===== src/rtl/kmst_pkg.sv =====
// Package with the beat types and fixed constants of the spanning-tree edge filter.
package kmst_pkg;

	localparam int NODE_W   = 6;
	localparam int WEIGHT_W = 16;
	localparam int COUNT_W  = 7;
	localparam int RANK_W   = 3;

	// Only nodes below this limit can ever be named by an edge.
	localparam int NODE_SPAN = 1 << NODE_W;

	localparam logic [RANK_W-1:0]  RANK_MAX         = 3'd7;
	localparam logic [COUNT_W-1:0] NODE_COUNT_RESET = 7'd64;

	typedef struct packed {
		logic                first_edge;
		logic [NODE_W-1:0]   node_a;
		logic [NODE_W-1:0]   node_b;
		logic [WEIGHT_W-1:0] weight;
	} edge_t;

	typedef struct packed {
		logic                accepted;
		logic [NODE_W-1:0]   edge_a;
		logic [NODE_W-1:0]   edge_b;
		logic [WEIGHT_W-1:0] edge_weight;
		logic                tree_done;
	} result_t;

endpackage


===== src/rtl/kmst_ram.sv =====
// Generic simple dual-port RAM with one write port and a registered read port.
module kmst_ram #(
	parameter int WIDTH = 9,
	parameter int DEPTH = 64
) (
	input  logic                     clk,
	input  logic                     we,
	input  logic [$clog2(DEPTH)-1:0] waddr,
	input  logic [WIDTH-1:0]         wdata,
	input  logic [$clog2(DEPTH)-1:0] raddr,
	output logic [WIDTH-1:0]         rdata
);

	logic [WIDTH-1:0] mem_q [DEPTH];

	// Write and registered read share the one clock edge.
	always_ff @(posedge clk) begin
		if (we) begin
			mem_q[waddr] <= wdata;
		end
		rdata <= mem_q[raddr];
	end

endmodule


===== src/rtl/kruskal_union_find_edge_filter.sv =====
// Top level of the spanning-tree edge filter: sequencer, forest store and result register.
//
// Edges arrive sorted by ascending weight, one per start beat while busy is low. The block keeps
// a disjoint-set forest (parent and rank per node) in one RAM and walks parent links through its
// registered read port, one link per cycle. An edge that is rejected at once (tree complete or
// endpoint outside the node count) is answered straight from idle. Otherwise an edge is accepted,
// the walk follows node_a and then node_b up to their roots, and, when the roots differ, the RAM
// takes a link write, followed by a rank raise write when equal ranks raise the new root's rank.
// The depth of any node is at most its root's rank; with 64 nodes one tree is at most six links
// deep and two separate trees have ranks that sum to at most ten. The result is registered on
// result and marked by strobe for exactly one cycle, in the cycle after the last cycle of work;
// the receiver cannot stall it. Clearing the forest on first_edge does not write the RAM: a valid
// bit per entry is dropped at once and an entry that is not valid reads as its own root with rank
// zero. node_count is written through the cfg channel while the block is idle.
module kruskal_union_find_edge_filter
	import kmst_pkg::*;
#(
	parameter int MAX_NODES = 64
) (
	input  logic                clk,
	input  logic                arst_n,
	input  logic                start,
	output logic                busy,
	input  edge_t               edge_item,
	output logic                strobe,
	output result_t             result,
	input  logic                cfg_valid,
	output logic                cfg_ready,
	input  logic [COUNT_W-1:0]  cfg_data
);

	// Table depth, index width and the width used for count comparisons.
	localparam int DEPTH  = (MAX_NODES < NODE_SPAN) ? MAX_NODES : NODE_SPAN;
	localparam int IW     = $clog2(DEPTH);
	localparam int CW     = $clog2(MAX_NODES + 1);
	localparam int XW     = ((CW > COUNT_W) ? CW : COUNT_W) + 1;
	localparam int WORD_W = RANK_W + IW;

	localparam logic [2:0] ST_IDLE   = 3'd0;
	localparam logic [2:0] ST_WALK_A = 3'd1;
	localparam logic [2:0] ST_WALK_B = 3'd2;
	localparam logic [2:0] ST_JOIN   = 3'd3;
	localparam logic [2:0] ST_BUMP   = 3'd4;

	logic [2:0]         state_q, state_d;
	logic [COUNT_W-1:0] node_count_q;
	logic [COUNT_W-1:0] count_q;
	logic [DEPTH-1:0]   valid_q;
	edge_t              edge_q;
	logic [IW-1:0]      cur_q, cur_d;
	logic [IW-1:0]      ra_q;
	logic [RANK_W-1:0]  rank_a_q;
	logic [IW-1:0]      child_q;
	logic [RANK_W-1:0]  child_rank_q;
	logic [IW-1:0]      root_q;
	logic [RANK_W-1:0]  root_rank_q;
	logic               strobe_q;
	result_t            result_q;

	logic               accept;
	logic [XW-1:0]      n_eff;
	logic [XW-1:0]      target;
	logic [XW-1:0]      count_eff;
	logic               eligible;
	logic               done_now;

	logic               we;
	logic [IW-1:0]      waddr;
	logic [WORD_W-1:0]  wdata;
	logic [WORD_W-1:0]  rdata;
	logic [IW-1:0]      par;
	logic [RANK_W-1:0]  rk;
	logic               at_root;
	logic [RANK_W-1:0]  bumped_rank;

	logic               emit;
	logic               emit_acc;
	logic               emit_done;

	assign busy      = (state_q != ST_IDLE);
	assign cfg_ready = (state_q == ST_IDLE);
	assign accept    = start && !busy;
	assign strobe    = strobe_q;
	assign result    = result_q;

	// Node count in effect, clamped to the range the forest supports.
	always_comb begin
		if (XW'(node_count_q) < XW'(2)) begin
			n_eff = XW'(2);
		end else if (XW'(node_count_q) > XW'(MAX_NODES)) begin
			n_eff = XW'(MAX_NODES);
		end else begin
			n_eff = XW'(node_count_q);
		end
	end

	assign target    = n_eff - XW'(1);
	assign count_eff = edge_item.first_edge ? '0 : XW'(count_q);
	assign done_now  = (count_eff >= target);
	assign eligible  = !done_now && (XW'(edge_item.node_a) < n_eff)
		&& (XW'(edge_item.node_b) < n_eff);

	// Forest store: each word holds a rank above a parent link.
	kmst_ram #(
		.WIDTH (WORD_W),
		.DEPTH (DEPTH)
	) u_forest (
		.clk   (clk),
		.we    (we),
		.waddr (waddr),
		.wdata (wdata),
		.raddr (cur_d),
		.rdata (rdata)
	);

	// An entry that was not written since the last clear is its own root with rank zero.
	assign par     = valid_q[cur_q] ? rdata[IW-1:0] : cur_q;
	assign rk      = valid_q[cur_q] ? rdata[WORD_W-1:IW] : '0;
	assign at_root = (par == cur_q);

	assign bumped_rank = (root_rank_q == RANK_MAX) ? root_rank_q : root_rank_q + RANK_W'(1);

	// Merge writes: hang the child under the new root, then raise the root's rank if needed.
	always_comb begin
		we    = (state_q == ST_JOIN) || (state_q == ST_BUMP);
		waddr = (state_q == ST_JOIN) ? child_q : root_q;
		wdata = (state_q == ST_JOIN) ? {child_rank_q, root_q} : {bumped_rank, root_q};
	end

	// Sequencer: next state, next read address and the result to emit.
	always_comb begin
		state_d   = state_q;
		cur_d     = cur_q;
		emit      = 1'b0;
		emit_acc  = 1'b0;
		emit_done = 1'b0;
		case (state_q)
			ST_IDLE: begin
				if (accept) begin
					if (eligible) begin
						cur_d   = IW'(edge_item.node_a);
						state_d = ST_WALK_A;
					end else begin
						emit      = 1'b1;
						emit_done = done_now;
					end
				end
			end
			ST_WALK_A: begin
				if (at_root) begin
					cur_d   = IW'(edge_q.node_b);
					state_d = ST_WALK_B;
				end else begin
					cur_d = par;
				end
			end
			ST_WALK_B: begin
				if (at_root) begin
					if (cur_q == ra_q) begin
						emit      = 1'b1;
						emit_done = (XW'(count_q) >= target);
						state_d   = ST_IDLE;
					end else begin
						state_d = ST_JOIN;
					end
				end else begin
					cur_d = par;
				end
			end
			ST_JOIN: begin
				if (child_rank_q == root_rank_q) begin
					state_d = ST_BUMP;
				end else begin
					emit      = 1'b1;
					emit_acc  = 1'b1;
					emit_done = (XW'(count_q) + XW'(1) >= target);
					state_d   = ST_IDLE;
				end
			end
			ST_BUMP: begin
				emit      = 1'b1;
				emit_acc  = 1'b1;
				emit_done = (XW'(count_q) + XW'(1) >= target);
				state_d   = ST_IDLE;
			end
			default: begin
				state_d = ST_IDLE;
			end
		endcase
	end

	// Control state: sequencer, count, valid bits, node count and the result strobe.
	always_ff @(posedge clk or negedge arst_n) begin
		if (!arst_n) begin
			state_q      <= ST_IDLE;
			count_q      <= '0;
			valid_q      <= '0;
			node_count_q <= NODE_COUNT_RESET;
			strobe_q     <= 1'b0;
		end else begin
			state_q  <= state_d;
			strobe_q <= emit;
			if (cfg_valid && cfg_ready) begin
				node_count_q <= cfg_data;
			end
			if (accept && edge_item.first_edge) begin
				valid_q <= '0;
				count_q <= '0;
			end else begin
				if (we) begin
					valid_q[waddr] <= 1'b1;
				end
				if (emit_acc) begin
					count_q <= count_q + COUNT_W'(1);
				end
			end
		end
	end

	// Payload registers: the edge, the walk pointer, the roots found and the result beat.
	always_ff @(posedge clk) begin
		cur_q <= cur_d;
		if (accept) begin
			edge_q <= edge_item;
		end
		if ((state_q == ST_WALK_A) && at_root) begin
			ra_q     <= cur_q;
			rank_a_q <= rk;
		end
		// The lower-ranked root becomes the child; on a tie the second root does.
		if ((state_q == ST_WALK_B) && at_root) begin
			if (rank_a_q < rk) begin
				child_q      <= ra_q;
				child_rank_q <= rank_a_q;
				root_q       <= cur_q;
				root_rank_q  <= rk;
			end else begin
				child_q      <= cur_q;
				child_rank_q <= rk;
				root_q       <= ra_q;
				root_rank_q  <= rank_a_q;
			end
		end
		if (emit) begin
			result_q.accepted    <= emit_acc;
			result_q.edge_a      <= (state_q == ST_IDLE) ? edge_item.node_a : edge_q.node_a;
			result_q.edge_b      <= (state_q == ST_IDLE) ? edge_item.node_b : edge_q.node_b;
			result_q.edge_weight <= (state_q == ST_IDLE) ? edge_item.weight : edge_q.weight;
			result_q.tree_done   <= emit_done;
		end
	end

	// A result beat is only ever shown while the sequencer is idle.
	assert property (@(posedge clk) disable iff (!arst_n)
		strobe |-> !busy)
		else $error("result beat shown while busy");

	// Every accepted edge adds exactly one to the accepted count.
	assert property (@(posedge clk) disable iff (!arst_n)
		strobe && result.accepted |-> count_q == $past(count_q) + COUNT_W'(1))
		else $error("accepted count out of step with accepted edges");

	// A merge never hangs a root under itself.
	assert property (@(posedge clk) disable iff (!arst_n)
		(state_q == ST_JOIN) |-> (child_q != root_q))
		else $error("merge of a root with itself");

	// The rank raise only follows the link write of the same merge.
	assert property (@(posedge clk) disable iff (!arst_n)
		(state_q == ST_BUMP) |-> ($past(state_q) == ST_JOIN))
		else $error("rank raise without a link write");

endmodule

===== config.mk =====
export PLATFORM = sky130hd
export DESIGN_NAME = kruskal_union_find_edge_filter
export DESIGN_NICKNAME = d
export VERILOG_FILES = /design/src/rtl/kmst_pkg.sv /design/src/rtl/kmst_ram.sv /design/src/rtl/kruskal_union_find_edge_filter.sv
export SDC_FILE = /design/constraint.sdc
export NUM_CORES = 1
export LEC_CHECK = 0
export BUFFER_PORTS_ARGS = -buffer_cell sky130_fd_sc_hd__buf_2
export CORE_MARGIN = 2
export CORE_UTILIZATION = 48
export CTS_CLUSTER_SIZE = 24
export DETAILED_ROUTE_END_ITERATION = 12
export HOLD_SLACK_MARGIN = 0.05
export SLEW_MARGIN = 40
export SYNTH_ARGS = -nofsm -noshare
export SYNTH_HDL_FRONTEND = slang
export SYNTH_SLANG_ARGS = --single-unit

===== constraint.sdc =====
create_clock -name clk -period 6.3 [get_ports clk]
set_input_delay 1.26 -clock clk [delete_from_list [all_inputs] [get_ports clk]]
set_output_delay 1.26 -clock clk [all_outputs]
set_load 0.005 [all_outputs]

# [Word level (Yosys, flattened, before mapping)]
# Memories as Yosys holds them, arrays and structs flattened. A register that Yosys moved wholly into a read port is not among the register bits.
# Cells that the tools add are included.
[totals] ramBits=576 n_memories=1 latch_bits=0 inputBits=40 rom_bits=0 ff_bits=173
[memory_table] name="u_forest.mem_q" depth=64 word_bits=9 rd=1 rd_ports_with_merged_regs=1 wr=1 line="kmst_ram.sv:14" source="logic [WIDTH-1:0] mem_q [DEPTH];"
[op_classes] addsub=4 reduce_logical=16 eq_ne=12 n_mux=50 n_div=0 magnitude_cmp=11 n_shift=0 n_bitwise=1 mul=0
[op_table] cell="$mux 64" n=2
[op_table] cell="$or 64x64->64" n=1
[op_table] cell="$mux 6" n=10
[op_table] cell="$mux 7" n=4
[op_table] cell="$mux 3" n=9
[op_table] cell="$pmux 6 s3" n=1
[op_table] cell="$ge 7x8->1" n=2
[op_table] cell="$lt 6x8->1" n=2
[op_table] cell="$mux 16" n=1
[op_table] cell="$lt 6x7->1 const B" n=2
[op_table] cell="$mux 1" n=14
[op_table] cell="$eq 6x6->1" n=2
[op_table] cell="$pmux 3 s4" n=1
[op_table] cell="$mux 9" n=1
[op_table] cell="$add 7x1->8 const B" n=1
[op_table] cell="$ge 8x8->1" n=1
[op_table] cell="$logic_and 1x1->1" n=8
[op_table] cell="$mux 8" n=1
[op_table] cell="$pmux 1 s4" n=2
[op_table] cell="$sub 8x1->8 const B" n=1
[op_table] cell="$add 7x1->7 const B" n=1
[op_table] cell="$gt 7x7->1 const B" n=1
[op_table] cell="$lt 7x2->1 const B" n=1
[op_table] cell="$bmux 1 s6" n=1
[op_table] cell="other kinds (18)" n=24

# [Depth between registers and ports, before layout]
[depth] word_depth=11 depth_mapped=22 ltp_nobuf=19

# [Cells and area by module]
# A second synthesis with hierarchy kept.
[unflattened] hier_cells=1767 area_unflattened_um2=31216.2
[by_module_without_submodules] mod="kmst_ram" instances=1 area_per_inst_um2=22594.2 cells_per_inst=1020
[by_module_without_submodules] mod="kruskal_union_find_edge_filter" instances=1 area_per_inst_um2=8622.0 cells_per_inst=747

# [Worst setup path before layout]
# OpenSTA, ideal clock, no wires.
[synth_timing] kind="reg2reg" startpoint="reg node_count_q[2]" endpoint="reg u_forest.rdata[6] (read register of u_forest.mem_q)" arrival_time_ns=4.640 setup_slack_ns=1.522 required_time_ns=6.162 path_stages_with_launch=21 setup_time_ns=0.138 path_buffers=2 synth_period_minus_slack_ns=4.778 path_cell_list="dfrtp_1 or4_1 o21ai_0 ha_1 nand3_1 xnor2_1 ha_1 a211oi_1 nor2_1 a211oi_1 o311a_1 a21oi_1 a2111oi_0 a211o_1 inv_1 nand2b_1 buf_4 clkbuf_1 a221oi_1 o41ai_1 nand4_1"
[synth_between] elab_chain_cells=11
[synth_rtl] element="start: declaration" line="kruskal_union_find_edge_filter.sv:46" source="logic [COUNT_W-1:0] node_count_q;"
[synth_rtl] element="start signal: assignment" line="kruskal_union_find_edge_filter.sv:204" source="node_count_q <= cfg_data;"
[synth_rtl] element="$gt 7x7->1" line="kruskal_union_find_edge_filter.sv:90" source="end else if (XW'(node_count_q) > XW'(MAX_NODES)) begin"
[synth_rtl] element="$mux 7" line="kruskal_union_find_edge_filter.sv:90"
[synth_rtl] element="$mux 8 *" line="kruskal_union_find_edge_filter.sv:88" source="if (XW'(node_count_q) < XW'(2)) begin"
[synth_rtl] element="$sub 8x1->8" line="kruskal_union_find_edge_filter.sv:97" source="assign target = n_eff - XW'(1);"
[synth_rtl] element="$ge 7x8->1" line="kruskal_union_find_edge_filter.sv:99" source="assign done_now = (count_eff >= target);"
[synth_rtl] element="$logic_not 1->1" line="kruskal_union_find_edge_filter.sv:100" source="assign eligible = !done_now && (XW'(edge_item.node_a) < n_eff)"
[synth_rtl] element="$logic_and 1x1->1" line="kruskal_union_find_edge_filter.sv:100"
[synth_rtl] element="$logic_and 1x1->1 *" line="kruskal_union_find_edge_filter.sv:101" source="&& (XW'(edge_item.node_b) < n_eff);"
[synth_rtl] element="$mux 6 *" line="kruskal_union_find_edge_filter.sv:140" source="if (eligible) begin"
[synth_rtl] element="$mux 6 *" line="kruskal_union_find_edge_filter.sv:139" source="if (accept) begin"
[synth_rtl] element="$pmux 6 s3 *" line="kruskal_union_find_edge_filter.sv:137" source="case (state_q)"
[synth_rtl] element="net cur_d[2]" line="kruskal_union_find_edge_filter.sv:50" source="logic [IW-1:0] cur_q, cur_d;"
[synth_rtl] element="end: declaration" line="kmst_ram.sv:11" source="output logic [WIDTH-1:0] rdata"
# The timed path passes the listed nets; every way through them passes the cells marked *.
# A chain may end at the register's enable or synchronous reset.

# [Worst setup path after layout]
[layout_timing] startpoint="reg node_count_q[2]" endpoint="reg u_forest.rdata[1] (read register of u_forest.mem_q)"
[layout_between] elab_chain_cells=11
[layout_rtl] element="$gt 7x7->1" line="kruskal_union_find_edge_filter.sv:90"
[layout_rtl] element="$mux 7" line="kruskal_union_find_edge_filter.sv:90"
[layout_rtl] element="$mux 8 *" line="kruskal_union_find_edge_filter.sv:88"
[layout_rtl] element="$sub 8x1->8" line="kruskal_union_find_edge_filter.sv:97"
[layout_rtl] element="$ge 7x8->1" line="kruskal_union_find_edge_filter.sv:99"
[layout_rtl] element="$logic_not 1->1" line="kruskal_union_find_edge_filter.sv:100"
[layout_rtl] element="$logic_and 1x1->1" line="kruskal_union_find_edge_filter.sv:100"
[layout_rtl] element="$logic_and 1x1->1 *" line="kruskal_union_find_edge_filter.sv:101"
[layout_rtl] element="$mux 6 *" line="kruskal_union_find_edge_filter.sv:140"
[layout_rtl] element="$mux 6 *" line="kruskal_union_find_edge_filter.sv:139"
[layout_rtl] element="$pmux 6 s3 *" line="kruskal_union_find_edge_filter.sv:137"
# Every way passes the cells marked *; elsewhere a longest branch is shown, timed or not.

==> results.sh <==
export IMPL_wl_met2_um=40160
export IMPL_fin_skew_ps=29.01
export IMPL_p_per_area_mw_per_mm2=603.8
export IMPL_htree_levels=3
export IMPL_clk_latency_ps=640
export IMPL_maxUsedRoutingLayer="met4"
export IMPL_nets=2474
export IMPL_p_int_uw=12340
export IMPL_leakage_uw=0.01235
export IMPL_status="completed"
export IMPL_grt_overflow_total=0
export IMPL_seqPwrFrac_pct=32.8
export IMPL_cts_tree="built"
export IMPL_fmax_mhz=167.4
export IMPL_io_pins=73
export IMPL_numCtsBuffers=78
export IMPL_worstSetupStartpointType="flip-flop"
export IMPL_detail_route_wirelength_um=84580
export IMPL_ant_nets=0
export IMPL_worst_pin_slew_ps=860.5
export IMPL_crit_arrival_ps=6540
export IMPL_cts_root_buf="clkbuf_16"
export IMPL_final_max_slew_violation_count=0
export IMPL_wl_met3_um=6291
export IMPL_postPlaceCellArea_mm2=0.03299
export IMPL_dieWidth_um=259.0
export IMPL_synth_seq_cells=758
export IMPL_cp_end_kind="flip-flop"
export IMPL_clk_path_buf_depth=3
export IMPL_io_buffers=72
export IMPL_wl_met1_um=35820
export IMPL_hold_path_class="flip-flop to flip-flop"
export IMPL_dp_hpwl_um=52170
export IMPL_synth_edf_count=661
export IMPL_grt_pass1_vias=19520
export IMPL_avgSynthCellArea_um2=13.67
export IMPL_maxSlewHeadroom_pct=42.57
export IMPL_seq_area_frac_synth_pct=71.15
export IMPL_path_clk_slew_ps=60
export IMPL_cts_hold_buf=0
export IMPL_period_minus_slack_ps=5974
export IMPL_final_layout_size_suffix_gt1_share_pct=17.32
export IMPL_routedWlPerCell_um=25.52
export IMPL_rsz0062_at_grt="false"
export IMPL_combinationalPowerShare_pct=46.3
export IMPL_area_delta_synth_final_pct=14.27
export IMPL_dr_pass1_iters=7
export IMPL_total_switching_power_uw=9192
export IMPL_rows=93
export IMPL_syn_cell_area_mm2=0.03120
export IMPL_n_fill_cell=5171
export IMPL_setup_viol=0
export IMPL_synth_async_reset_ratio_pct=10.82
export IMPL_critPathKind="flip-flop to flip-flop"
export IMPL_initial_core_util_pct=48.49
export IMPL_synth_nets=2361
export IMPL_core_area_mm2=0.06435
export IMPL_hold_violations=0
export IMPL_grt_pass1_wl_um=125600
export IMPL_finalInstanceArea_mm2=0.03566
export IMPL_sw_frac_of_total_pct=42.69
export IMPL_hold_slack_ps=486.9
export IMPL_period_share_pct=94.82
export IMPL_ys_types=74
export IMPL_dieHeight_um=259.0
export IMPL_die_area_mm2=0.06706
export IMPL_clockPowerShare_pct=20.9
export IMPL_track_usage_pct=25.20
export IMPL_antenna_found_initial=0
export IMPL_drtIter0Drc=1994
export IMPL_r2r_setup_slack_ps=330
export IMPL_vdd_drop_max_v=0.0004527
export IMPL_maxCapViolCount=0
export IMPL_synth_flop_cell="edfxtp_1"
export IMPL_gp_congestion=0.9003
export IMPL_cp_max_fo=95
export IMPL_synthCells=2282
export IMPL_cp_data_required_time_ps=6870
export IMPL_grt_max_degree=96
export IMPL_diodes=0
export IMPL_via_count=20010
export IMPL_vias_per_cell=6.037
export IMPL_drc=0
export IMPL_clkSinkCount=758
export IMPL_yosys_warnings=0
[path summary, 6_finish.rpt]
path / start / to / depth (start not counted)
max reg2reg: node_count_q[2] / u_forest.rdata[1] / 20
max in group asynchronous: arst_n / valid_q[57] / 2
min reg2reg: valid_q[54] / valid_q[54] / 1
min in group asynchronous: arst_n / valid_q[20] / 1
min: valid_q[54] / valid_q[54] / 1
max: node_count_q[2] / u_forest.rdata[1] / 20
[per-stage QoR]
step	total power, uW	setup TNS [ps]	instances	utilization, %	worst slack [ps]
2_1_floorplan	13260	0	2282	-	1522
3_3_place_gp	16550	-531.3	3161	50.95	-288.6
3_5_place_dp	16850	0	3165	51.27	100.8
4_1_cts	21360	0	3309	55.14	114.3
5_1_grt	22630	0	3314	55.41	15.01
6_report	21530	0	3314	55.41	326.3
[registers in the layout, indices dropped and copies added (netlist names)]
register / flops
u_forest.mem_q: 576
child_q: 6
cur_q: 6
state_q: 3
ra_q: 6
count_q: 7
root_rank_q: 3
u_forest.rdata: 9
child_rank_q: 3
strobe: 1
root_q: 6
result: 30
rank_a_q: 3
node_count_q: 7
edge_q: 28
valid_q: 64
[power groups by stage]
stage	Sequential (uW)	Clock, uW	Combinational [uW]
finish	7060	4510	9960
global route	7110	4760	10800
CTS	7060	4570	9730
detailed placement	7160	0	9690
global placement	7150	0	9390
floorplan	7170	0	6100
[layout by cell type (no fill, tap or decap), types with 18 or more instances in the layout]
master	n
a21oi_1	286
a21oi_2	20
a221oi_1	140
buf_2	72
buf_4	92
clkbuf_16	83
clkinv_1	18
dfrtp_1	81
edfxtp_1	661
ha_1	39
inv_1	23
mux2_2	20
nand2_1	426
nor2_1	48
nor2_2	46
o21a_1	67
o21ai_0	22
o41ai_1	23
[critical path, cell delays in order, from the launching register on]
cell and delay (ps):
dfrtp_1 420, or4_1 580, o21ai_0 190, buf_4 160
ha_1 190, nand3_1 100, xnor2_1 280, ha_1 310
a211oi_1 240, nor2_1 80, a211oi_1 270, o311a_1 380
buf_4 160, nand3_1 240, and3_4 380, inv_16 280
buf_12 430, nand2_1 100, a221oi_1 580, o41ai_2 260
nand4_1 150
[final cells by class]
cell class                      instances  area [um^2]  area share [%]
Sequential cell                       758        22200           62.27
Multi-Input combinational cell       1355         8493           23.82
Timing Repair Buffer                  177         1287           3.611
Clock inverter                         38        267.8          0.7509
Tap cell                              855         1070           3.000
Inverter                               25        112.6          0.3158
Clock buffer                          106         2223           6.235
[cells by family (layout without fill, tap and decap cells)]
| logic type | count (synthesis) | after routing | share of synthesized area, % |
|---|---|---|---|
| other | 1 | 1 | 0.01202 |
| flip-flops | 758 | 758 | 71.15 |
| multiplexers | 48 | 48 | 2.237 |
| buffers and inverters | 170 | 346 | 2.678 |
| AND/OR/NAND/NOR | 619 | 620 | 8.252 |
| AO/OA/AOI/OAI | 624 | 624 | 13.46 |
| XOR/XNOR | 23 | 23 | 0.6456 |
| adder cells (fa/ha/maj) | 39 | 39 | 1.564 |
[cells in the mapped netlist, types with 23 or more instances]
cell type  count  share of area [%]
o41ai_1       36                1.0
edfxtp_1     661                 64
nand2_1      428                5.1
a21oi_1      287                4.6
a221oi_1     144                4.0
dfrtp_1       81                6.5
nor2_1        94                1.1
o21ai_0       24               0.38
inv_1         23               0.28
clkbuf_1      63               0.76
buf_2         44               0.71
ha_1          39                1.6
o21a_1        67                1.6
[timing repair]
action,4_1_cts,5_1_grt
endpoints found under the setup margin,0,9
setup buffers,0,3
gates resized for setup,0,19
[metal layers]
layer  global-route usage [%]  vias up
li1                         -     8917
met3                    3.935      123
met5                        0        -
met1                    35.52    10120
met4                    8.317        0
met2                    40.31      850
Power figures use the tool's default switching activity.
